File: src/rtl/pts_pkg.sv
// Package for the priority tick scheduler: sizes, opcodes and the structs
// that pass between the sequencer and the slot cells. No dependencies.
package pts_pkg;

  localparam int NumTasks  = 8;
  localparam int TaskIdxW  = 3;
  localparam int PrioW     = 8;
  localparam int SliceW    = 9;

  typedef enum logic {
    OP_TICK = 1'b0,
    OP_LOAD = 1'b1
  } pts_op_e;

  // Broadcast command from the sequencer to every cell.
  typedef struct packed {
    logic                load;
    logic                dec;
    logic                clr_run;
    logic                refill;
    logic [TaskIdxW-1:0] idx;
    logic [PrioW-1:0]    prio;
    logic [SliceW-1:0]   slice;
    logic                present;
  } pts_cmd_t;

  // Best-candidate token that walks down the cell chain, one cell a cycle.
  typedef struct packed {
    logic                go;
    logic                found;
    logic [TaskIdxW-1:0] idx;
    logic [SliceW-1:0]   slice;
  } pts_tok_t;

endpackage

File: src/rtl/pts_if.sv
// Request and result channel interfaces for the priority tick scheduler.
// Depends on pts_pkg.
interface pts_req_if;
  import pts_pkg::*;
  logic                valid;
  logic                ready;
  logic                opcode;
  logic [TaskIdxW-1:0] slot_index;
  logic [PrioW-1:0]    slot_priority;
  logic [SliceW-1:0]   slot_counter;
  logic                slot_present;

  modport source (output valid, opcode, slot_index, slot_priority, slot_counter,
                  slot_present, input ready);
  modport sink   (input valid, opcode, slot_index, slot_priority, slot_counter,
                  slot_present, output ready);
endinterface

interface pts_rsp_if;
  import pts_pkg::*;
  logic                valid;
  logic                ready;
  logic [TaskIdxW-1:0] current_task;
  logic                switched;
  logic                refilled;
  logic                no_task;

  modport source (output valid, current_task, switched, refilled, no_task,
                  input ready);
  modport sink   (input valid, current_task, switched, refilled, no_task,
                  output ready);
endinterface

File: src/rtl/pts_cell.sv
// One task slot: holds priority, remaining slice and flags, and takes part
// in the chained best-slot search. Depends on pts_pkg.
module pts_cell
  import pts_pkg::*;
(
  input  logic                clk_i,
  input  logic                rst_ni,
  input  logic [TaskIdxW-1:0] cell_id_i,
  input  pts_cmd_t            cmd_i,
  input  pts_tok_t            tok_i,
  output pts_tok_t            tok_o,
  output logic                present_o,
  output logic                zero_o
);

  logic [PrioW-1:0]  prio_q,  prio_d;
  logic [SliceW-1:0] slice_q, slice_d;
  logic              run_q,   run_d;
  logic              pres_q,  pres_d;
  pts_tok_t          tok_q,   tok_d;
  logic              sel;
  logic              take;

  assign sel = (cmd_i.idx == cell_id_i);

  always_comb begin
    prio_d  = prio_q;
    slice_d = slice_q;
    run_d   = run_q;
    pres_d  = pres_q;
    if (cmd_i.load && sel) begin
      prio_d  = cmd_i.prio;
      slice_d = cmd_i.slice;
      pres_d  = cmd_i.present;
    end else if (cmd_i.dec && sel && slice_q != '0) begin
      slice_d = slice_q - SliceW'(1);
    end else if (cmd_i.refill && pres_q) begin
      slice_d = {1'b0, prio_q} + SliceW'(1);
      run_d   = 1'b1;
    end
    if (cmd_i.clr_run && sel) begin
      run_d = 1'b0;
    end
  end

  // Later cells win ties: >= against the incoming best.
  assign take = pres_q && run_q && (slice_q != '0) &&
                (!tok_i.found || slice_q >= tok_i.slice);

  always_comb begin
    tok_d    = tok_i;
    if (take) begin
      tok_d.found = 1'b1;
      tok_d.idx   = cell_id_i;
      tok_d.slice = slice_q;
    end
  end

  always_ff @(posedge clk_i or negedge rst_ni) begin
    if (!rst_ni) begin
      prio_q  <= '0;
      slice_q <= '0;
      run_q   <= 1'b1;
      pres_q  <= 1'b0;
      tok_q   <= '0;
    end else begin
      prio_q  <= prio_d;
      slice_q <= slice_d;
      run_q   <= run_d;
      pres_q  <= pres_d;
      tok_q   <= tok_d;
    end
  end

  assign tok_o     = tok_q;
  assign present_o = pres_q;
  assign zero_o    = sel && (slice_q == '0);

endmodule

File: src/rtl/priority_tick_scheduler.sv
// Top level of the priority tick scheduler: sequencer, slot cell chain and
// result register. Depends on pts_pkg, pts_if and pts_cell.
//
//   channel  dir  modport            payload
//   req_i    in   pts_req_if.sink    opcode, slot_index, slot_priority,
//                                    slot_counter, slot_present
//   rsp_o    out  pts_rsp_if.source  current_task, switched, refilled, no_task
//
// A load goes straight to the result. A tick on a running task decrements its
// slice and checks it; a search follows only when that slice is zero. A
// search walks the token through the NUM_TASKS-1 cells, one per cycle; a tick
// from the idle task searches at once, and a refill forces a second search.
// Reset clears all slots at once; there is no clearing pass. A request is
// taken while the previous result still waits in the output register; the
// next result then holds the sequencer, and the request side, until it drains.
module priority_tick_scheduler
  import pts_pkg::*;
(
  input  logic      clk_i,
  input  logic      rst_ni,
  pts_req_if.sink   req_i,
  pts_rsp_if.source rsp_o
);

  typedef enum logic [6:0] {
    S_IDLE   = 7'b0000001,
    S_DEC    = 7'b0000010,
    S_CHK    = 7'b0000100,
    S_LAUNCH = 7'b0001000,
    S_SCAN   = 7'b0010000,
    S_REFILL = 7'b0100000,
    S_DONE   = 7'b1000000
  } pts_state_e;

  pts_state_e          state_q, state_d;
  logic [TaskIdxW-1:0] cur_q, cur_d;
  logic [TaskIdxW-1:0] before_q, before_d;
  logic                refilled_q, refilled_d;
  logic                notask_q, notask_d;
  logic                pass_q, pass_d;

  logic                out_valid_q, out_valid_d;
  logic [TaskIdxW-1:0] out_task_q;
  logic                out_sw_q, out_ref_q, out_nt_q;
  logic                out_load;

  pts_cmd_t            cmd;
  pts_tok_t            tok [NumTasks];
  logic [NumTasks-1:1] present_vec;
  logic [NumTasks-1:1] zero_vec;
  logic                req_fire;
  logic                load_ok;

  assign req_i.ready = (state_q == S_IDLE);
  assign req_fire    = req_i.valid && req_i.ready;
  assign load_ok     = (req_i.slot_index != '0) &&
                       (int'(req_i.slot_index) < NumTasks);

  always_comb begin
    cmd         = '0;
    cmd.idx     = cur_q;
    cmd.prio    = req_i.slot_priority;
    cmd.slice   = req_i.slot_counter;
    cmd.present = req_i.slot_present;
    case (state_q)
      S_IDLE: begin
        if (req_fire && req_i.opcode == OP_LOAD) begin
          cmd.load = load_ok;
          cmd.idx  = req_i.slot_index;
        end
      end
      S_DEC:    cmd.dec     = 1'b1;
      S_CHK:    cmd.clr_run = |zero_vec;
      S_REFILL: cmd.refill  = 1'b1;
      default: ;
    endcase
  end

  // Empty token enters the head of the chain.
  always_comb begin
    tok[0]    = '0;
    tok[0].go = (state_q == S_LAUNCH);
  end

  for (genvar i = 1; i < NumTasks; i++) begin : g_cell
    pts_cell u_cell (
      .clk_i     (clk_i),
      .rst_ni    (rst_ni),
      .cell_id_i (TaskIdxW'(i)),
      .cmd_i     (cmd),
      .tok_i     (tok[i-1]),
      .tok_o     (tok[i]),
      .present_o (present_vec[i]),
      .zero_o    (zero_vec[i])
    );
  end

  always_comb begin
    state_d    = state_q;
    cur_d      = cur_q;
    before_d   = before_q;
    refilled_d = refilled_q;
    notask_d   = notask_q;
    pass_d     = pass_q;
    out_load   = 1'b0;
    case (state_q)
      S_IDLE: begin
        if (req_fire) begin
          before_d   = cur_q;
          refilled_d = 1'b0;
          notask_d   = 1'b0;
          pass_d     = 1'b0;
          if (req_i.opcode == OP_LOAD) begin
            state_d = S_DONE;
          end else if (cur_q == '0) begin
            state_d = S_LAUNCH;
          end else begin
            state_d = S_DEC;
          end
        end
      end
      S_DEC: state_d = S_CHK;
      S_CHK: begin
        // slice ran out: runnable is cleared this cycle, search next
        state_d = (|zero_vec) ? S_LAUNCH : S_DONE;
      end
      S_LAUNCH: state_d = S_SCAN;
      S_SCAN: begin
        if (tok[NumTasks-1].go) begin
          if (tok[NumTasks-1].found) begin
            cur_d   = tok[NumTasks-1].idx;
            state_d = S_DONE;
          end else if (pass_q || !(|present_vec)) begin
            notask_d = 1'b1;
            state_d  = S_DONE;
          end else begin
            state_d = S_REFILL;
          end
        end
      end
      S_REFILL: begin
        refilled_d = 1'b1;
        pass_d     = 1'b1;
        state_d    = S_LAUNCH;
      end
      S_DONE: begin
        if (!out_valid_q || rsp_o.ready) begin
          out_load = 1'b1;
          state_d  = S_IDLE;
        end
      end
      default: state_d = S_IDLE;
    endcase
  end

  always_comb begin
    out_valid_d = out_valid_q;
    if (rsp_o.ready) out_valid_d = 1'b0;
    if (out_load)    out_valid_d = 1'b1;
  end

  always_ff @(posedge clk_i or negedge rst_ni) begin
    if (!rst_ni) begin
      state_q     <= S_IDLE;
      cur_q       <= '0;
      before_q    <= '0;
      refilled_q  <= 1'b0;
      notask_q    <= 1'b0;
      pass_q      <= 1'b0;
      out_valid_q <= 1'b0;
    end else begin
      state_q     <= state_d;
      cur_q       <= cur_d;
      before_q    <= before_d;
      refilled_q  <= refilled_d;
      notask_q    <= notask_d;
      pass_q      <= pass_d;
      out_valid_q <= out_valid_d;
    end
  end

  always_ff @(posedge clk_i) begin
    if (out_load) begin
      out_task_q <= cur_q;
      out_sw_q   <= (cur_q != before_q);
      out_ref_q  <= refilled_q;
      out_nt_q   <= notask_q;
    end
  end

  assign rsp_o.valid        = out_valid_q;
  assign rsp_o.current_task = out_task_q;
  assign rsp_o.switched     = out_sw_q;
  assign rsp_o.refilled     = out_ref_q;
  assign rsp_o.no_task      = out_nt_q;

  // Only the running task can have hit zero.
  a_one_zero: assert property (@(posedge clk_i) disable iff (!rst_ni)
    (state_q == S_CHK) |-> $onehot0(zero_vec))
    else $error("more than one cell reports an empty slice");

  a_scan_end: assert property (@(posedge clk_i) disable iff (!rst_ni)
    tok[NumTasks-1].go |-> (state_q == S_SCAN))
    else $error("search token left the chain outside a search");

  a_refill_finds: assert property (@(posedge clk_i) disable iff (!rst_ni)
    (state_q == S_DONE) && refilled_q |-> !notask_q)
    else $error("no task found after a refill");

  a_switch_real: assert property (@(posedge clk_i) disable iff (!rst_ni)
    (state_q == S_DONE) && (cur_q != before_q) |-> (cur_q != '0) && !notask_q)
    else $error("switch to the idle task or with no task");

endmodule

File: src/flat_wrapper.sv
// flat-port wrapper written by rule: the top's interface ports become plain ports
module priority_tick_scheduler_flat import pts_pkg::*;
  (clk_i, rst_ni, req_i_valid, req_i_opcode, req_i_slot_index, req_i_slot_priority, req_i_slot_counter, req_i_slot_present, req_i_ready, rsp_o_valid, rsp_o_current_task, rsp_o_switched, rsp_o_refilled, rsp_o_no_task, rsp_o_ready);
  pts_req_if req_i_i ();
  pts_rsp_if rsp_o_i ();
  input  logic clk_i;
  input  logic rst_ni;
  input wire logic [$bits(req_i_i.valid)-1:0] req_i_valid;
  input wire logic [$bits(req_i_i.opcode)-1:0] req_i_opcode;
  input wire logic [$bits(req_i_i.slot_index)-1:0] req_i_slot_index;
  input wire logic [$bits(req_i_i.slot_priority)-1:0] req_i_slot_priority;
  input wire logic [$bits(req_i_i.slot_counter)-1:0] req_i_slot_counter;
  input wire logic [$bits(req_i_i.slot_present)-1:0] req_i_slot_present;
  output wire logic [$bits(req_i_i.ready)-1:0] req_i_ready;
  output wire logic [$bits(rsp_o_i.valid)-1:0] rsp_o_valid;
  output wire logic [$bits(rsp_o_i.current_task)-1:0] rsp_o_current_task;
  output wire logic [$bits(rsp_o_i.switched)-1:0] rsp_o_switched;
  output wire logic [$bits(rsp_o_i.refilled)-1:0] rsp_o_refilled;
  output wire logic [$bits(rsp_o_i.no_task)-1:0] rsp_o_no_task;
  input wire logic [$bits(rsp_o_i.ready)-1:0] rsp_o_ready;
  assign req_i_i.valid = req_i_valid;
  assign req_i_i.opcode = req_i_opcode;
  assign req_i_i.slot_index = req_i_slot_index;
  assign req_i_i.slot_priority = req_i_slot_priority;
  assign req_i_i.slot_counter = req_i_slot_counter;
  assign req_i_i.slot_present = req_i_slot_present;
  assign req_i_ready = req_i_i.ready;
  assign rsp_o_valid = rsp_o_i.valid;
  assign rsp_o_current_task = rsp_o_i.current_task;
  assign rsp_o_switched = rsp_o_i.switched;
  assign rsp_o_refilled = rsp_o_i.refilled;
  assign rsp_o_no_task = rsp_o_i.no_task;
  assign rsp_o_i.ready = rsp_o_ready;
  priority_tick_scheduler u_core (.clk_i(clk_i), .rst_ni(rst_ni), .req_i(req_i_i), .rsp_o(rsp_o_i));
endmodule
File: config.mk
export PLATFORM = sky130hd
export DESIGN_NAME = priority_tick_scheduler_flat
export DESIGN_NICKNAME = d
export VERILOG_FILES = /design/src/rtl/pts_pkg.sv /design/src/rtl/pts_if.sv /design/src/rtl/pts_cell.sv /design/src/rtl/priority_tick_scheduler.sv /design/src/flat_wrapper.sv
export SDC_FILE = /design/constraint.sdc
export NUM_CORES = 1
export LEC_CHECK = 0
export ABC_AREA = 1
export BUFFER_PORTS_ARGS = -buffer_cell sky130_fd_sc_hd__clkbuf_2
export CAP_MARGIN = 20
export CORE_AREA = 8 8 224 226
export DETAILED_ROUTE_END_ITERATION = 8
export DIE_AREA = 0 0 232 234
export MAX_ROUTING_LAYER = met4
export PLACE_DENSITY_LB_ADDON = 0.08
export SYNTH_ARGS = -nofsm -noshare
export SYNTH_HDL_FRONTEND = slang
export SYNTH_SLANG_ARGS = --single-unit
File: constraint.sdc
create_clock -name clk_i -period 4.59 [get_ports clk_i]
set_input_delay 0.6885 -clock clk_i [delete_from_list [all_inputs] [get_ports clk_i]]
set_output_delay 0.6885 -clock clk_i [all_outputs]
set_load 0.02 [all_outputs]
==> results by group, run 1 <==
STA
  • Final setup TNS: 0 ns
  • Relative slew slack: 0.338
  • Tcrit/Tclk final: 0.650
  • Layout Skew: 0.0135 ns
  • Fmax: 0.335 GHz
  • Unrepaired setup endpoints after global routing: no
  • Final number of hold-violating endpoints: 0
  • Post-layout min period: 2.98 ns
  • Setup Viol. Count Final: 0
  • Worst-Margin Slew: 0.984 ns
  • Setup WS post-layout: 1.61 ns
  • Final Max Tran Viols: 0

Clock tree
  • PostCTS Resize Cnt: 0
  • H-tree depth: 1
  • TritonCTS Sinks: 239
  • CTS Root Cell: clkbuf_16
  • Post CTS Setup Buffer Count: 0
  • CTS max path bufs: 3
  • Total CTS buffers: 30
  • Hold buffers post-CTS: 0
  • Worst-skew pair later-pin latency: 0.57 ns
  • CTS tree: done
  • Clock transition at path regs: 0.06 ns

Global routing
  • Most used routing layer: met2
  • Initial antenna violation count: 0
  • Largest net degree at the start of global routing: 102
  • M3 GR Usage: 0.0191
  • Gr ovfl total: 0
  • GR Util met1: 0.213
  • GRT met2 Usage: 0.279
  • First-pass GRT wire length: 68100 µm
  • Vias in the first global route: 11400
  • Total GRT Usage: 0.166

Finish
  • FILL cells: 5095
  • Final Util: 0.333
  • Share of cells above drive strength 1: 0.0803
  • Nets: 1926
  • Post-route cell area: 15600 µm²
  • Antenna cells: 0
  • Syn-to-layout area delta: 13.3%

Logic synthesis
  • Seq cells post-synth: 239
  • Async S/R FF share, synth: 0.975
  • Unique masters post-synth: 44
  • Mean Syn Cell Area: 7.69 µm²
  • Primary FF master, synth: dfrtp_1
  • Post-synth top area share: 0.408
  • Syn_nets: 1886
  • Synth area leaders: dfrtp_1, nand2_1, nand3_1
  • Seq/Total Area, Yosys: 0.437
  • Yosys warnings: 0
  • Number of synthesized flops with an enable pin: 6
  • Yosys top cell by area: dfrtp_1
  • Synth Instances: 1792
  • Syn Std Cell Area: 13800 µm²

Power
  • P per Cell Area: 434 nW/µm²
  • Lkg Pwr: 0.00786 µW
  • Max IR drop VDD: 0.000225 V

Routing
  • Final wirelength: 43400 µm
  • Drt pass-1 iters: 5
  • # DRC: 0
  • WL/cell: 17.6 µm
  • Number of nets still failing antenna checks after routing: 0
  • Via count: 11400
  • Initial drt markers: 712
  • Drt via density: 4.62

Critical path
  • Required time of the critical path: 5.04 ns
  • CP Max Fanout: 21
  • Worst setup SP type: flop
  • CP endpoint kind: flop
  • Arrival time of the worst setup path: 3.44 ns
  • Crit Path Category: flop to flop

Outcome
  • Outcome: finished, final reports clean

Die
  • Initial core utilization: 0.294
  • Num ports: 34
  • # rows: 80
  • Die Span Y: 234 µm
  • Die Wd: 232 µm
  • Die ar.: 54300 µm²
  • CORE AREA: 46800 µm²

Worst hold path
  • Worst Hold Class: primary input to asynchronous set/reset pin

Placement
  • Worst slack at placement: 1.60 ns
  • Placement Cell Area: 14600 µm²
  • DP HPWL: 31700 µm
  • Gp weighted congestion: 0.826
  • I/O Buffers: 33

Job
  • Max_cap viols: 0
==> cell usage after synthesis (24+ instances only) <==
cell type / instances
nor2_1: 94
dfrtp_1: 225
xnor2_1: 24
nand3_1: 195
ha_1: 68
nand2_1: 581
a21oi_1: 32
nand4_1: 26
nor3_1: 28
o21ai_0: 98
xor2_1: 59
inv_1: 222
==> path summary, 6_finish.rpt <==
path / depth (start not counted) / slack [ns] / startpoint / endpoint
hold / removal: 1 / 0.11 / rst_ni / u_core.g_cell[7].u_cell.tok_o[13]
min in group clk_i: 2 / 0.31 / rsp_o_ready / u_core.rsp_o.valid
max in group asynchronous: 2 / 3.43 / rst_ni / u_core.g_cell[4].u_cell.tok_o[9]
setup / recovery: 13 / 1.61 / u_core.state_q[0] / u_core.g_cell[4].u_cell.slice_q[0]
setup reg to reg: 13 / 1.61 / u_core.state_q[0] / u_core.g_cell[4].u_cell.slice_q[0]
hold reg to reg: 0 / 0.34 / u_core.g_cell[6].u_cell.tok_o[13] / u_core.g_cell[7].u_cell.tok_o[13]
==> cell usage in the layout (no fill, tap or decap), types with 31 or more instances in the layout <==
cell type and count:
clkbuf_2 32, nand3_1 195, nand2_1 581, nor2_1 94, o21ai_0 98, ha_1 68, xor2_1 59, a21oi_1 32
inv_1 222, clkbuf_16 31, dfrtp_1 225
==> kinds of logic after synthesis <==
group           share of synthesized area
simple gates                        0.308
buf+inv                            0.0796
flops                               0.437
compound gates                     0.0614
xor+xnor                           0.0527
fa+ha+maj                          0.0617
==> layer usage <==
layer / vias to the layer above / part of all wire
li1: 5799 / -
met1: 5388 / 0.47
met2: 174 / 0.48
met3: 62 / 0.030
met4: 0 / 0.025
met5: - / 0
==> worst max-delay path, cell delays in order, from the launching register on <==
cell and delay (ns):
dfstp_2 0.53, inv_1 0.05, nor2_1 0.08, nand2_1 0.13
nor2_8 0.18, nand3_4 0.16, a31oi_4 0.32, inv_2 0.21
nor2_4 0.37, inv_2 0.25, nand3_2 0.25, inv_1 0.18
nand2_1 0.10, nand2_1 0.05
==> registers in the layout, summed over array words and instances (netlist names) <==
register	count
u_core.g_cell.u_cell.tok_o	84
u_core.notask_q	1
u_core.rsp_o.valid	1
u_core.g_cell.u_cell.slice_q	63
u_core.cur_q	3
u_core.g_cell.u_cell.prio_q	56
u_core.rsp_o.switched	1
u_core.g_cell.u_cell.present_o	7
u_core.rsp_o.no_task	1
u_core.pass_q	1
u_core.rsp_o.refilled	1
u_core.rsp_o.current_task	3
u_core.g_cell.u_cell.run_q	7
u_core.before_q	3
u_core.state_q	7
==> layout make-up <==
type / instances / area [µm²] / share of cell area
well taps: 615 / 769 / 0.0493
multi-input cells: 1283 / 6670 / 0.427
inverters: 232 / 873 / 0.0559
clock buffers: 38 / 812 / 0.0520
repair buffers: 46 / 285 / 0.0183
clock inverters: 17 / 194 / 0.0124
flip-flops and latches: 239 / 6020 / 0.385
==> metrics by stage <==
step                power [µW]  hold WS, ns  std cells
finish                    6770        0.113       2470
global route              7230        0.207       2470
CTS                       6870        0.187       2470
detailed placement        4380        0.336       2415
global placement          4380        0.332       2415
floorplan                 3840        0.331       1792
==> power by group <==
part / switching, µW / leakage, µW / internal [µW]
logic: 1090 / 0.00418 / 591
registers: 251 / 0.00320 / 2400
clock network: 965 / 0.000488 / 1470
(Power assumes the default switching activity.)
==> run 2: changes to the inputs <==
- clock period: 4.59 -> 2.95 ns (I/O delays scaled with it)
==> run 2 against run 1 <==
Against the previous run: setup slack worse by 1.3 ns; worst hold slack got worse by 0.025 ns; final cell count is 1.2% higher; power increased by 57%; non-clock buffer count rose by 32; design area up 2.1%; first-iteration DRC count rose by 0.14%; sequential cell count did not move; routed wire length is 0.31% higher; sequential share of layout area shrank 0.80 points; critical path depth is 2 higher; critical endpoint is now u_core.g_cell[5].u_cell.slice_q[4].
==> results by group, run 2 (same netlist as run 1, synthesis figures left out) <==
Placement
  • DP HPWL: 32300 µm
  • Gp weighted congestion: 0.829
  • I/O Buffers: 33
  • Placed cells: 2446

Job
  • Max_cap viols: 0

Finish
  • Max FFs per register: 84
  • Syn-to-layout area delta: 15.7%
  • Nets: 1957
  • Share of cells above drive strength 1: 0.0987
  • Commonest non-fill, non-tap cell in the layout: nand2_1
  • FILL cells: 5044
  • Fin cells: 2500
  • Commonest cells after routing, fill and taps aside: nand2_1, dfrtp_1, inv_1, nand3_1, o21ai_0

Outcome
  • Outcome: finished, final reports clean

Critical path
  • CP Max Fanout: 11
  • CP endpoint kind: flop
  • CP top delay family: simple AND/OR/NAND/NOR gates
  • Crit path cell chain: inv_1 -> nor2_1 -> nand2_1 -> nor2_8 -> nand3_4 -> nand2_1 -> o21ai_2 -> nor2_1 -> nand2_1 -> inv_2 -> nand2_4 -> nand3_4 -> clkinvlp_4 -> nand2_1 -> nand2_1
  • CP peak stage delay: 0.53 ns
  • Required time of the critical path: 3.39 ns
  • R2R Setup Slk: 0.29 ns
  • Worst setup SP type: flop
  • Crit Path Category: flop to flop
  • Worst path bufs/invs: 3
  • Slowest CP cell: dfstp_2
  • CP most frequent cell: nand2_1
  • Arrival time of the worst setup path: 3.10 ns

Global routing
  • Vias in the first global route: 11500
  • First-pass GRT wire length: 68400 µm
  • Total GRT Usage: 0.168
  • Gr ovfl total: 0
  • Initial antenna violation count: 0
  • Largest net degree at the start of global routing: 93

Clock tree
  • CTS tree: done
  • Post CTS Setup Buffer Count: 0
  • TritonCTS Sinks: 239
  • Clock transition at path regs: 0.06 ns
  • H-tree depth: 1
  • CTS Root Cell: clkbuf_16
  • CTS max path bufs: 3
  • Worst-skew pair later-pin latency: 0.56 ns
  • Total CTS buffers: 29

Power
  • Max IR drop VDD: 0.000407 V
  • Lkg Pwr: 0.00806 µW
  • P per Cell Area: 668 nW/µm²

STA
  • Post-layout min period: 2.66 ns
  • Final number of hold-violating endpoints: 0
  • Layout Skew: 0.0154 ns
  • Final Max Tran Viols: 0
  • Relative slew slack: 0.446
  • Worst-Margin Slew: 0.831 ns
  • Setup Viol. Count Final: 0
  • Tcrit/Tclk final: 0.901
  • Unrepaired setup endpoints after global routing: no
  • Fmax: 0.376 GHz
  • Final setup TNS: 0 ns

Routing
  • Drt pass-1 iters: 5
  • Drt via density: 4.57
  • Number of nets still failing antenna checks after routing: 0
  • Via count: 11400
  • Final wirelength: 43500 µm
  • Initial drt markers: 713
  • WL/cell: 17.4 µm
  • # DRC: 0

Die
  • Initial core utilization: 0.294
  • CORE AREA: 46800 µm²
  • Die Wd: 232 µm
  • # rows: 80
  • Num ports: 34
  • Die ar.: 54300 µm²
  • Die Span Y: 234 µm

Worst hold path
  • Worst Hold Class: primary input to flop
[run 2: cell types whose count changed in the layout (fill, tap and decap cells not counted), sizes merged]
cell,previous run,this run
clkinv,11,12
clkbuf,70,67
bufinv,4,5
inv,231,229
dlygate4sd3,0,1
buf,14,45
diode,0,1
[run 2: power by group]
group / total [µW] / switching, µW / internal [µW]
sequential: 4130 / 386 / 3740
combinational: 2690 / 1710 / 978
clock: 3840 / 1490 / 2350
[run 2: path summary, 6_finish.rpt]
check                                             startpoint                                 end  cells past startpoint
max                                        u_core.state_q[0]  u_core.g_cell[5].u_cell.slice_q[4]                     15
min                                              rsp_o_ready                  u_core.rsp_o.valid                      2
max reg2reg                                u_core.state_q[0]  u_core.g_cell[5].u_cell.slice_q[4]                     15
min reg2reg                u_core.g_cell[4].u_cell.tok_o[13]   u_core.g_cell[5].u_cell.tok_o[13]                      0
max in group asynchronous                             rst_ni       u_core.g_cell[7].u_cell.run_q                      3
min in group asynchronous                             rst_ni  u_core.g_cell[7].u_cell.slice_q[2]                      2
[run 2: per-layer routing]
metal / vias to the layer above / wire, µm / global-route usage
li1: 5864 / - / -
met1: 5350 / 20000 / 0.215
met2: 145 / 21000 / 0.282
met3: 70 / 1200 / 0.0177
met4: 0 / 1300 / 0.0451
met5: - / 0 / -
[run 2: through the flow]
step | total power (µW) | area (µm²) | util | hold slack [ns] | worst slack, ns
after floorplan | 5980 | 13800 | - | 0.147 | 0.702
after global placement | 6890 | 14900 | 0.318 | 0.332 | 0.0425
after detailed placement | 6890 | 14900 | 0.318 | 0.336 | 0.0455
after CTS | 10800 | 15900 | 0.340 | 0.0581 | 0.0209
after global routing | 11300 | 16000 | 0.341 | 0.0784 | 0.0367
final | 10700 | 16000 | 0.341 | 0.0882 | 0.292
[run 2: final cells by class]
type	instances	area (µm²)	area share
Multi-Input combinational cell	1283	6680	0.419
Sequential cell	239	6020	0.377
Clock buffer	35	798	0.0500
Tap cell	615	769	0.0482
Antenna cell	1	2.50	0.000157
Inverter	232	877	0.0550
Timing Repair Buffer	78	591	0.0370
Clock inverter	17	219	0.0137
[run 2: repair_timing]
item | 4_1_cts | 5_1_grt
setup endpoints to repair | 0 | 17
hold buffers | 1 | 0
gates resized for setup | 0 | 3
hold endpoints to repair | 68 | 0
[run 2: worst reg2reg max path, stage by stage (launching register included)]
cell and delay [ns]:
dfstp_2 0.53, inv_1 0.04, nor2_1 0.08, nand2_1 0.13, nor2_8 0.18, nand3_4 0.16
nand2_1 0.11, o21ai_2 0.12, nor2_1 0.26, nand2_1 0.19, inv_2 0.12, nand2_4 0.09
nand3_4 0.15, clkinvlp_4 0.21, nand2_1 0.10, nand2_1 0.05
